==> src/sv/assert_macros.svh <==
// Assertion macros shared by the RTL modules.
`ifndef ASSERT_MACROS_SVH
`define ASSERT_MACROS_SVH

// Same-cycle implication, disabled while reset is asserted.
`define ASSERT_IMP(label, clk, rst_n, ante, cons) \
    label: assert property (@(posedge clk) disable iff (!rst_n) (ante) |-> (cons)) \
        else $error("%m: implication check failed");

// Next-cycle implication, disabled while reset is asserted.
`define ASSERT_NEXT(label, clk, rst_n, ante, cons) \
    label: assert property (@(posedge clk) disable iff (!rst_n) (ante) |=> (cons)) \
        else $error("%m: next-cycle check failed");

`endif

==> src/sv/fucs_pkg.sv <==
// Package: shared constants, state encoding and control/status structs.
package fucs_pkg;

    localparam int SYM_W = 8;
    localparam int CNT_W = 2;

    localparam logic [CNT_W-1:0] CNT_SAT     = 2'd2;
    localparam logic [SYM_W-1:0] NONE_SYMBOL = 8'd35;

    typedef enum logic [5:0] {
        S_IDLE    = 6'b000001,
        S_UPDATE  = 6'b000010,
        S_POP_RD  = 6'b000100,
        S_POP_Q   = 6'b001000,
        S_POP_CHK = 6'b010000,
        S_OUT     = 6'b100000
    } state_t;

    typedef struct packed {
        logic capture;
        logic update;
        logic q_rd;
        logic h_cnt_rd;
        logic pop;
        logic set_res;
        logic res_none;
        logic emit;
    } cmd_t;

    typedef struct packed {
        logic q_nonempty;
        logic head_dup;
        logic out_free;
    } sts_t;

endpackage

==> src/sv/fucs_in_if.sv <==
// Input channel interface: one symbol per transaction.
interface fucs_in_if;
    logic                      valid;
    logic                      ready;
    logic [fucs_pkg::SYM_W-1:0] symbol;
    logic                      starts_string;

    modport source (output valid, output symbol, output starts_string, input ready);
    modport sink   (input valid, input symbol, input starts_string, output ready);
endinterface

==> src/sv/fucs_out_if.sv <==
// Output channel interface: one result per transaction.
interface fucs_out_if;
    logic                      valid;
    logic                      ready;
    logic [fucs_pkg::SYM_W-1:0] first_unique;
    logic                      none_found;

    modport source (output valid, output first_unique, output none_found, input ready);
    modport sink   (input valid, input first_unique, input none_found, output ready);
endinterface

==> src/sv/fucs_ctrl.sv <==
// Controller: sequences update, head pruning and result hand-off per symbol.
`include "assert_macros.svh"

module fucs_ctrl (
    input  logic             clk,
    input  logic             rst_n,
    input  logic             in_valid,
    output logic             in_ready,
    input  fucs_pkg::sts_t   sts,
    output fucs_pkg::cmd_t   cmd
);

    fucs_pkg::state_t state_reg;
    fucs_pkg::state_t state_next;

    always_ff @(posedge clk or negedge rst_n)
    begin
        if (!rst_n)
        begin
            state_reg <= fucs_pkg::S_IDLE;
        end
        else
        begin
            state_reg <= state_next;
        end
    end

    always_comb
    begin
        state_next = state_reg;
        cmd        = '0;
        in_ready   = 1'b0;
        case (state_reg)
            fucs_pkg::S_IDLE:
            begin
                in_ready    = 1'b1;
                cmd.capture = in_valid;
                if (in_valid)
                begin
                    state_next = fucs_pkg::S_UPDATE;
                end
            end
            fucs_pkg::S_UPDATE:
            begin
                cmd.update = 1'b1;
                state_next = fucs_pkg::S_POP_RD;
            end
            fucs_pkg::S_POP_RD:
            begin
                if (sts.q_nonempty)
                begin
                    cmd.q_rd   = 1'b1;
                    state_next = fucs_pkg::S_POP_Q;
                end
                else
                begin
                    cmd.set_res  = 1'b1;
                    cmd.res_none = 1'b1;
                    state_next   = fucs_pkg::S_OUT;
                end
            end
            fucs_pkg::S_POP_Q:
            begin
                cmd.h_cnt_rd = 1'b1;
                state_next   = fucs_pkg::S_POP_CHK;
            end
            fucs_pkg::S_POP_CHK:
            begin
                if (sts.head_dup)
                begin
                    cmd.pop    = 1'b1;
                    state_next = fucs_pkg::S_POP_RD;
                end
                else
                begin
                    cmd.set_res = 1'b1;
                    state_next  = fucs_pkg::S_OUT;
                end
            end
            fucs_pkg::S_OUT:
            begin
                if (sts.out_free)
                begin
                    cmd.emit   = 1'b1;
                    state_next = fucs_pkg::S_IDLE;
                end
            end
            default:
            begin
                state_next = fucs_pkg::S_IDLE;
            end
        endcase
    end

    `ASSERT_NEXT(a_capture_to_update, clk, rst_n, cmd.capture, state_reg == fucs_pkg::S_UPDATE)
    `ASSERT_IMP(a_pop_needs_nonempty, clk, rst_n, cmd.q_rd, sts.q_nonempty)

endmodule

==> src/sv/fucs_dp.sv <==
// Datapath: count memory with valid bits, candidate queue, head/tail and result register.
`include "assert_macros.svh"

module fucs_dp #(
    parameter int ALPHABET_SIZE = 256
) (
    input  logic                        clk,
    input  logic                        rst_n,
    input  fucs_pkg::cmd_t              cmd,
    output fucs_pkg::sts_t              sts,
    input  logic [fucs_pkg::SYM_W-1:0]  in_symbol,
    input  logic                        in_starts_string,
    input  logic                        out_ready,
    output logic                        out_valid,
    output logic [fucs_pkg::SYM_W-1:0]  out_first_unique,
    output logic                        out_none_found
);

    localparam int IDX_W = $clog2(ALPHABET_SIZE);
    localparam int PTR_W = $clog2(ALPHABET_SIZE + 1);
    localparam logic [PTR_W-1:0]          PTR_LIM = PTR_W'(ALPHABET_SIZE);
    localparam logic [fucs_pkg::SYM_W:0]  SYM_LIM = (fucs_pkg::SYM_W + 1)'(ALPHABET_SIZE);

    logic [fucs_pkg::CNT_W-1:0] cnt_mem [ALPHABET_SIZE];
    logic [fucs_pkg::SYM_W-1:0] q_mem   [ALPHABET_SIZE];

    logic [ALPHABET_SIZE-1:0]   valid_reg;
    logic [fucs_pkg::SYM_W-1:0] sym_reg;
    logic [fucs_pkg::CNT_W-1:0] cnt_rd_reg;
    logic [fucs_pkg::SYM_W-1:0] q_data_reg;
    logic [PTR_W-1:0]           head_reg;
    logic [PTR_W-1:0]           tail_reg;
    logic [fucs_pkg::SYM_W-1:0] res_sym_reg;
    logic                       res_none_reg;
    logic                       out_valid_reg;
    logic [fucs_pkg::SYM_W-1:0] out_sym_reg;
    logic                       out_none_reg;

    logic [IDX_W-1:0]           sym_idx;
    logic [IDX_W-1:0]           head_sym_idx;
    logic [IDX_W-1:0]           cnt_rd_addr;
    logic                       sym_in_range;
    logic [fucs_pkg::CNT_W-1:0] sym_cnt;
    logic [fucs_pkg::CNT_W-1:0] sym_cnt_next;
    logic [fucs_pkg::CNT_W-1:0] head_cnt;
    logic                       do_enqueue;

    assign sym_idx      = sym_reg[IDX_W-1:0];
    assign head_sym_idx = q_data_reg[IDX_W-1:0];
    assign cnt_rd_addr  = cmd.capture ? in_symbol[IDX_W-1:0] : head_sym_idx;
    assign sym_in_range = {1'b0, sym_reg} < SYM_LIM;
    assign sym_cnt      = valid_reg[sym_idx] ? cnt_rd_reg : '0;
    assign sym_cnt_next = (sym_cnt == fucs_pkg::CNT_SAT) ? fucs_pkg::CNT_SAT
                                                         : sym_cnt + 2'd1;
    assign head_cnt     = valid_reg[head_sym_idx] ? cnt_rd_reg : '0;
    assign do_enqueue   = cmd.update && sym_in_range && (sym_cnt == '0) && (tail_reg < PTR_LIM);

    assign sts.q_nonempty = head_reg < tail_reg;
    assign sts.head_dup   = head_cnt > 2'd1;
    assign sts.out_free   = !out_valid_reg || out_ready;

    assign out_valid        = out_valid_reg;
    assign out_first_unique = out_sym_reg;
    assign out_none_found   = out_none_reg;

    // count memory: read on capture or head check, written on update
    always_ff @(posedge clk)
    begin
        if (cmd.capture || cmd.h_cnt_rd)
        begin
            cnt_rd_reg <= cnt_mem[cnt_rd_addr];
        end
        if (cmd.update && sym_in_range)
        begin
            cnt_mem[sym_idx] <= sym_cnt_next;
        end
    end

    // candidate queue memory
    always_ff @(posedge clk)
    begin
        if (cmd.q_rd)
        begin
            q_data_reg <= q_mem[head_reg[IDX_W-1:0]];
        end
        if (do_enqueue)
        begin
            q_mem[tail_reg[IDX_W-1:0]] <= sym_reg;
        end
    end

    always_ff @(posedge clk)
    begin
        if (cmd.capture)
        begin
            sym_reg <= in_symbol;
        end
        if (cmd.set_res)
        begin
            res_none_reg <= cmd.res_none;
            res_sym_reg  <= cmd.res_none ? fucs_pkg::NONE_SYMBOL : q_data_reg;
        end
        if (cmd.emit)
        begin
            out_sym_reg  <= res_sym_reg;
            out_none_reg <= res_none_reg;
        end
    end

    always_ff @(posedge clk or negedge rst_n)
    begin
        if (!rst_n)
        begin
            valid_reg     <= '0;
            head_reg      <= '0;
            tail_reg      <= '0;
            out_valid_reg <= 1'b0;
        end
        else
        begin
            if (cmd.capture && in_starts_string)
            begin
                valid_reg <= '0;
                head_reg  <= '0;
                tail_reg  <= '0;
            end
            else
            begin
                if (cmd.update && sym_in_range)
                begin
                    valid_reg[sym_idx] <= 1'b1;
                end
                if (do_enqueue)
                begin
                    tail_reg <= tail_reg + 1'b1;
                end
                if (cmd.pop)
                begin
                    head_reg <= head_reg + 1'b1;
                end
            end
            if (cmd.emit)
            begin
                out_valid_reg <= 1'b1;
            end
            else if (out_ready)
            begin
                out_valid_reg <= 1'b0;
            end
        end
    end

    `ASSERT_IMP(a_head_le_tail, clk, rst_n, 1'b1, head_reg <= tail_reg)
    `ASSERT_IMP(a_tail_in_bound, clk, rst_n, 1'b1, tail_reg <= PTR_LIM)
    `ASSERT_IMP(a_no_overwrite, clk, rst_n, out_valid_reg && !out_ready, !cmd.emit)
    `ASSERT_NEXT(a_pop_advances, clk, rst_n, cmd.pop, head_reg == $past(head_reg) + 1'b1)

endmodule

==> src/sv/first_unique_char_stream.sv <==
// Top level: first non-repeating symbol of a byte stream.
// Per symbol: capture and count update, then duplicates are popped from the queue head
// (queue read, count read, check) until the head survives or the queue is empty.
// Flow: one symbol at a time; input is accepted again once the result is registered at
// the output, which waits while the output is stalled.
// Reset: count valid bits, queue pointers and handshake state clear asynchronously on rst_n low.
module first_unique_char_stream #(
    parameter int ALPHABET_SIZE = 256
) (
    input  logic        clk,
    input  logic        rst_n,
    fucs_in_if.sink     din,
    fucs_out_if.source  dout
);

    fucs_pkg::cmd_t cmd;
    fucs_pkg::sts_t sts;

    fucs_ctrl u_ctrl (
        .clk      (clk),
        .rst_n    (rst_n),
        .in_valid (din.valid),
        .in_ready (din.ready),
        .sts      (sts),
        .cmd      (cmd)
    );

    fucs_dp #(
        .ALPHABET_SIZE (ALPHABET_SIZE)
    ) u_dp (
        .clk              (clk),
        .rst_n            (rst_n),
        .cmd              (cmd),
        .sts              (sts),
        .in_symbol        (din.symbol),
        .in_starts_string (din.starts_string),
        .out_ready        (dout.ready),
        .out_valid        (dout.valid),
        .out_first_unique (dout.first_unique),
        .out_none_found   (dout.none_found)
    );

endmodule

==> src/flat_wrapper.sv <==
// flat-port wrapper written by rule: the top's interface ports become plain ports
module first_unique_char_stream_flat 
#(
    parameter int ALPHABET_SIZE = 256
)
  (clk, rst_n, din_valid, din_symbol, din_starts_string, din_ready, dout_valid, dout_first_unique, dout_none_found, dout_ready);
  fucs_in_if din_i ();
  fucs_out_if dout_i ();
  input  logic clk;
  input  logic rst_n;
  input wire logic [$bits(din_i.valid)-1:0] din_valid;
  input wire logic [$bits(din_i.symbol)-1:0] din_symbol;
  input wire logic [$bits(din_i.starts_string)-1:0] din_starts_string;
  output wire logic [$bits(din_i.ready)-1:0] din_ready;
  output wire logic [$bits(dout_i.valid)-1:0] dout_valid;
  output wire logic [$bits(dout_i.first_unique)-1:0] dout_first_unique;
  output wire logic [$bits(dout_i.none_found)-1:0] dout_none_found;
  input wire logic [$bits(dout_i.ready)-1:0] dout_ready;
  assign din_i.valid = din_valid;
  assign din_i.symbol = din_symbol;
  assign din_i.starts_string = din_starts_string;
  assign din_ready = din_i.ready;
  assign dout_valid = dout_i.valid;
  assign dout_first_unique = dout_i.first_unique;
  assign dout_none_found = dout_i.none_found;
  assign dout_i.ready = dout_ready;
  first_unique_char_stream #(.ALPHABET_SIZE(ALPHABET_SIZE)) u_core (.clk(clk), .rst_n(rst_n), .din(din_i), .dout(dout_i));
endmodule
==> config.mk <==
export PLATFORM = sky130hd
export DESIGN_NAME = first_unique_char_stream_flat
export DESIGN_NICKNAME = d
export VERILOG_FILES = /design/src/sv/fucs_pkg.sv /design/src/sv/fucs_in_if.sv /design/src/sv/fucs_out_if.sv /design/src/sv/fucs_ctrl.sv /design/src/sv/fucs_dp.sv /design/src/sv/first_unique_char_stream.sv /design/src/flat_wrapper.sv
export VERILOG_INCLUDE_DIRS = /design/src /design/src/sv
export SDC_FILE = /design/constraint.sdc
export NUM_CORES = 2
export LEC_CHECK = 0
export BUFFER_PORTS_ARGS = -buffer_cell sky130_fd_sc_hd__buf_2
export CORE_ASPECT_RATIO = 1.2
export CORE_MARGIN = 2
export CORE_UTILIZATION = 40
export CTS_BUF_LIST = sky130_fd_sc_hd__clkbuf_8 sky130_fd_sc_hd__clkbuf_16
export DETAILED_ROUTE_END_ITERATION = 10
export PLACE_DENSITY = 0.57
export SYNTH_ARGS = -nofsm -noshare
export SYNTH_HDL_FRONTEND = slang
export SYNTH_SLANG_ARGS = --single-unit
export TNS_END_PERCENT = 5
==> constraint.sdc <==
create_clock -name clk -period 22.9 [get_ports clk]
set_input_delay 4.58 -clock clk [delete_from_list [all_inputs] [get_ports clk]]
set_output_delay 4.58 -clock clk [all_outputs]
set_load 0.01 [all_outputs]
* Word-level counts from Yosys, hierarchy flattened *
Memories as Yosys holds them, arrays and structs flattened. A register that Yosys moved wholly into a read port is not among the register bits.
Index checks and enable logic that the tools add are counted.

word-level totals
  output and inout bits = 11
  memories kept = 2
  memory bits (writable) = 2,560
  bits in registers = 307
  logic and storage cells = 85

operators by class
  magnitude comparators = 6
  muxes and demuxes = 41
  reductions and logical operators = 13
  bitwise logic cells = 1
  add/sub/neg operators = 3
  eq/ne operators = 9

memories
  memory               depth  bits a word  read ports  clocked after Yosys merged registers in  write ports  line           text
  u_core.u_dp.q_mem    256    8            1           1                                        1            fucs_dp.sv:25  logic [fucs_pkg::SYM_W-1:0] q_mem [ALPHABET_SIZE];
  u_core.u_dp.cnt_mem  256    2            1           1                                        1            fucs_dp.sv:24  logic [fucs_pkg::CNT_W-1:0] cnt_mem [ALPHABET_SIZE];

operators with widths
  kind                 number
  $mux 256             2
  $or 256x256->256     1
  $mux 9               4
  $pmux 6 s6           1
  $mux 6               4
  $mux 1               21
  $add 9x1->9 const B  2
  $lt 8x9->1 const B   2
  $bmux 1 s8           2
  $lt 9x9->1           1
  $lt 9x9->1 const B   1
  $demux 1 s8          1
  $ge 8x1->1 const B   1
  $mux 2               4
  $mux 8               1
  $reduce_bool 2->1    4
  $eq 6x1->1 const B   1
  $eq 6x2->1 const B   1
  $eq 6x3->1 const B   1
  $eq 6x4->1 const B   1
  $eq 6x5->1 const B   1
  $eq 6x6->1 const B   1
  $logic_and 1x1->1    4
  $add 2x1->2 const B  1
  9 further kinds      10

* Longest topological paths before layout *
  depth after elaboration = 8
  mapped depth = 15

* Modules after synthesis *
From an unflattened synthesis, not the netlist that was laid out.

unflattened totals
  cells, all modules = 6,083
  area total of the unflattened synthesis = 115,105.4 µm²

modules (own cells, without submodules)
  module     cells each  times used  area an instance (µm²)
  fucs_dp    6,036       1           114,670.0
  fucs_ctrl  47          1           435.4

* Worst setup path before layout *
No wires, ideal clock.

  kind = reg-to-reg
  start = register u_core.u_dp.sym_reg (netlist bit u_core.u_dp.sym_idx[0])
  end = memory u_core.u_dp.cnt_mem[0][0] in the netlist's numbering, data pin
  arrival time = 9.338 ns
  buffers on the path = 2
  stages on the path, launching flop included = 10
  slack = 12.689 ns
  clock period less this slack = 10.211 ns
  library setup time = 0.873 ns
  cell sequence = edfxtp_1 clkbuf_1 buf_1 mux4_2 mux4_2 mux4_2 a22oi_1 nand2_1 nand2_1 ha_1

on the way
  word-level cells in the longest chain between the ends = 5
  elaborated cells between the ends (all ways) = 6
  classes of those cells = 1 x add/sub; 1 x eq/ne; 4 x mux

RTL lines
  item                                              line                          text
  start: declaration                                fucs_dp.sv:28                 logic [fucs_pkg::SYM_W-1:0] sym_reg;
  start signal: assignment                          fucs_dp.sv:96                 sym_reg <= in_symbol;
  $bmux 1 s8 *                                      fucs_dp.sv:52                 assign sym_cnt = valid_reg[sym_idx] ? cnt_rd_reg : '0;
  $mux 1 (not written as such) *                    fucs_dp.sv:52
  $mux 2 *                                          fucs_dp.sv:52
  $add 2x1->2 / $eq 2x2->1 (equally long branches)  fucs_dp.sv:54, fucs_dp.sv:53
  $mux 2 *                                          fucs_dp.sv:53                 assign sym_cnt_next = (sym_cnt == fucs_pkg::CNT_SAT) ? fucs_pkg::CNT_SAT
  net u_core.u_dp.sym_cnt_next (one bit)            fucs_dp.sv:44                 logic [fucs_pkg::CNT_W-1:0] sym_cnt_next;
  end: declaration                                  fucs_dp.sv:24

The timed path passes the listed nets; every way through them passes the cells marked *. The select of a mux whose other input is x is not followed.

* Final worst setup path *
  start = register u_core.u_dp.sym_reg (netlist bit u_core.u_dp.sym_idx[0])
  end = memory u_core.u_dp.q_mem[179][0] in the netlist's numbering, enable pin

on the way
  word-level cells in the longest chain between the ends = 8

RTL lines
  item                            line           text
  $bmux 1 s8                      fucs_dp.sv:52
  $mux 1 (not written as such)    fucs_dp.sv:52
  $mux 2                          fucs_dp.sv:52
  $logic_not 2->1                 fucs_dp.sv:56  assign do_enqueue = cmd.update && sym_in_range && (sym_cnt == '0) && (tail_reg < PTR_LIM);
  $logic_and 1x1->1 (2 in a row)  fucs_dp.sv:56
  $mux 1                          fucs_dp.sv:86  if (do_enqueue)
  $mux 1 (not written as such)    fucs_dp.sv:88  q_mem[tail_reg[IDX_W-1:0]] <= sym_reg;
  end: declaration                fucs_dp.sv:25

No other way between the ends. The select of a mux whose other input is x is not followed.

==> impl_results.md <==
* Status: complete, but fails checks
* Violated checks: max-capacitance violations
* Achievable frequency at 0.112 GHz
* Worst setup margin at 14,010 ps
* Max Slew Vio Count at 0
* Drt drc at 0
* Die Width at 495 um
* Area grow syn2layout at 12.2%
* Post-synth EDFFs at 2,596
* Row count at 216
* Global-route wire length before repair at 449,000 um
* Vias in the first global route at 60.6k
* GPL Wtd Cong at 0.851
* Endpoints failing hold at 0
* Synthesized flop and latch total at 2,877
* Post-synth cell types at 68
* Drt pass-1 iters at 6
* Pin slew with the least headroom to its limit at 1460 ps
* Ports at 24
* Final WL at 312,000 um
* Largest net degree at the start of global routing at 185
* Final setup viols at 0
* Synthesized area at 0.116 sq mm
* Leak pwr at 40.9 nW
* Crit Path Max Fanout at 68
* Number of vias per cell at 5.86
* Fraction of registers with async set/reset at 9.77%
* Starting density of the core at 40.2%
* Crit path launch type: register
* Max H-tree Level at 5
* Commonest non-fill, non-tap cells in the layout: edfxtp_1, nor2_1, mux4_2
* Initial DRC count at 6,515
* Worst Clk Skew at 82.8 ps
* Root Driver: clkbuf_16
* GRT Total Usage at 21.1%
* Fin crit share at 38.8%
* Max_cap viols at 1
* Worst rel slew slack at 1.73%
* Pwr dens at 91.8 mW/mm^2
* Routed Antenna Nets at 0
* Layout Cells excl Fill at 10.2k
* Core area at 0.288 sq mm
* Setup TNS at 0 ps
* Cells after synthesis at 6,061
* Worst endpoint required time at 23,360 ps
* Syn Nets at 6,089
* CTS Buffer Depth at 4
* Primary FF master, synth: edfxtp_1
* Post-CTS Setup Inserts at 0
* Grt total ovfl at 0
* VDD IR max at 0.0641 mV
* Port bufs at 23
* Inst Count DP at 9,631
* CTS Buf Count at 299
* Syn_area_per_cell at 19.1 sq um
* Worst path arrival time at 9350 ps
* Register area share after synthesis at 73.4%
* Most common cell after layout, fill and taps aside: edfxtp_1
* Cts repair resizes at 0
* Critical path class: register to register
* Dpl ws at 13,500 ps
* Via Count at 59.6k
* Synth warn at 0
* Sink Count at 2,877
* Total power draw at 11.9 mW
* Die height at 593 um
* Initial antenna violation count at 12
* Layout cells sized above 1 at 22.9%
* Final core occ at 45.0%
* Number of nets in the layout at 6,145
* RSZ-0062 raised after global routing: no
* TritonCTS clock tree: built
* Hold Path Class: register to register
* Worst-Skew Late Latency at 890 ps
* Clock transition at the registers of the reported paths at 60 ps
* Post-DP HPWL at 189,000 um
* Worst Setup End Kind: register
* Avg WL per Cell at 30.7 um
* Final min period at 8890 ps
* Die area at 0.294 sq mm
* Hold Buf Count CTS at 0
* Max reg flops at 2,048
report_power, final:
group / internal (mW) / switching [mW]
logic: 0.288 / 0.888
clock network: 2.76 / 2.00
registers: 5.95 / 0.0325
layer usage:
metal | GRT usage (%) | wire length (um)
met1 | 28.9 | 126000
met2 | 34.5 | 154000
met3 | 3.90 | 23800
met4 | 6.04 | 9510
met5 | 0 | 27
per-stage QoR:
stage	instance area, sq um	hold slack, ps
floorplan	116000	400
global placement	120000	406
detailed placement	120000	405
CTS	130000	414
global route	130000	419
finish	130000	413
synthesized netlist by cell type, drive strengths merged (4+ instances only):
cell	n	area share, %
nor2b	13	0.070
dfrtp	280	6.1
ha	15	0.16
a21o	5	0.032
o22a	44	0.33
nand3b	6	0.039
a21oi	49	0.22
nand2	109	0.35
buf	113	0.49
a221o	5	0.043
a211o	15	0.11
and3	54	0.29
inv	25	0.081
a211oi	35	0.23
mux4	838	16
and2	4	0.022
o21ai	100	0.44
nor4	13	0.083
o21a	70	0.45
edfxtp	2596	67
a311o	8	0.069
o41ai	6	0.045
clkbuf	283	0.92
nand4b	21	0.16
a2111oi	4	0.030
a22oi	8	0.052
o221ai	4	0.030
mux2i	112	0.97
xnor2	6	0.045
or3	4	0.022
nor3	11	0.048
nand3	139	0.60
nor2	928	3.0
nand4	11	0.059
a31oi	46	0.25
mux2	7	0.068
nand2b	5	0.027
or4	9	0.058
o31ai	4	0.026
o211ai	19	0.12
cell type report:
type,instances,area (sq um)
clock buffer,318,7880
inverter,27,101
fill,24200,158000
clock inverter,213,1620
multi-input combinational,2761,29300
antenna,7,17.5
timing repair buffer,151,1190
tap,3815,4770
sequential,2877,85000
critical path, stage by stage (launching register included):
cell,delay (ps)
edfxtp_1,320
buf_4,710
buf_4,710
buf_4,840
mux4_2,600
mux4_2,490
mux4_2,550
a22oi_1,190
nand2_1,140
nand2_1,220
ha_4,170
nor3b_1,580
nand2_1,180
nor2_1,970
nand3_1,880
nor2_1,860
final timing paths:
check	end	slack (ps)	startpoint	cells past startpoint
setup / recovery	u_core.u_dp.q_mem[179][0]	14010	u_core.u_dp.sym_idx[0]	15
hold reg to reg	u_core.u_dp.out_first_unique[4]	410	u_core.u_dp.res_sym_reg[4]	0
max in group asynchronous	u_core.u_dp.head_reg[0]	17670	rst_n	2
setup reg to reg	u_core.u_dp.q_mem[179][0]	14010	u_core.u_dp.sym_idx[0]	15
min in group asynchronous	u_core.u_dp.valid_reg[129]	3740	rst_n	1
hold / removal	u_core.u_dp.out_first_unique[4]	410	u_core.u_dp.res_sym_reg[4]	0
kinds of logic (layout without fill, tap and decap cells):
logic type | Yosys count | count (layout) | synth area share (%)
other cells | 0 | 7 | 0
flops | 2877 | 2877 | 73.4
buf+inv | 423 | 709 | 1.50
compound gates | 445 | 445 | 2.65
mux | 957 | 957 | 17.3
xor+xnor | 7 | 7 | 0.0529
fa+ha+maj | 15 | 15 | 0.162
simple gates | 1337 | 1337 | 4.91
(Power assumes the default switching activity.)
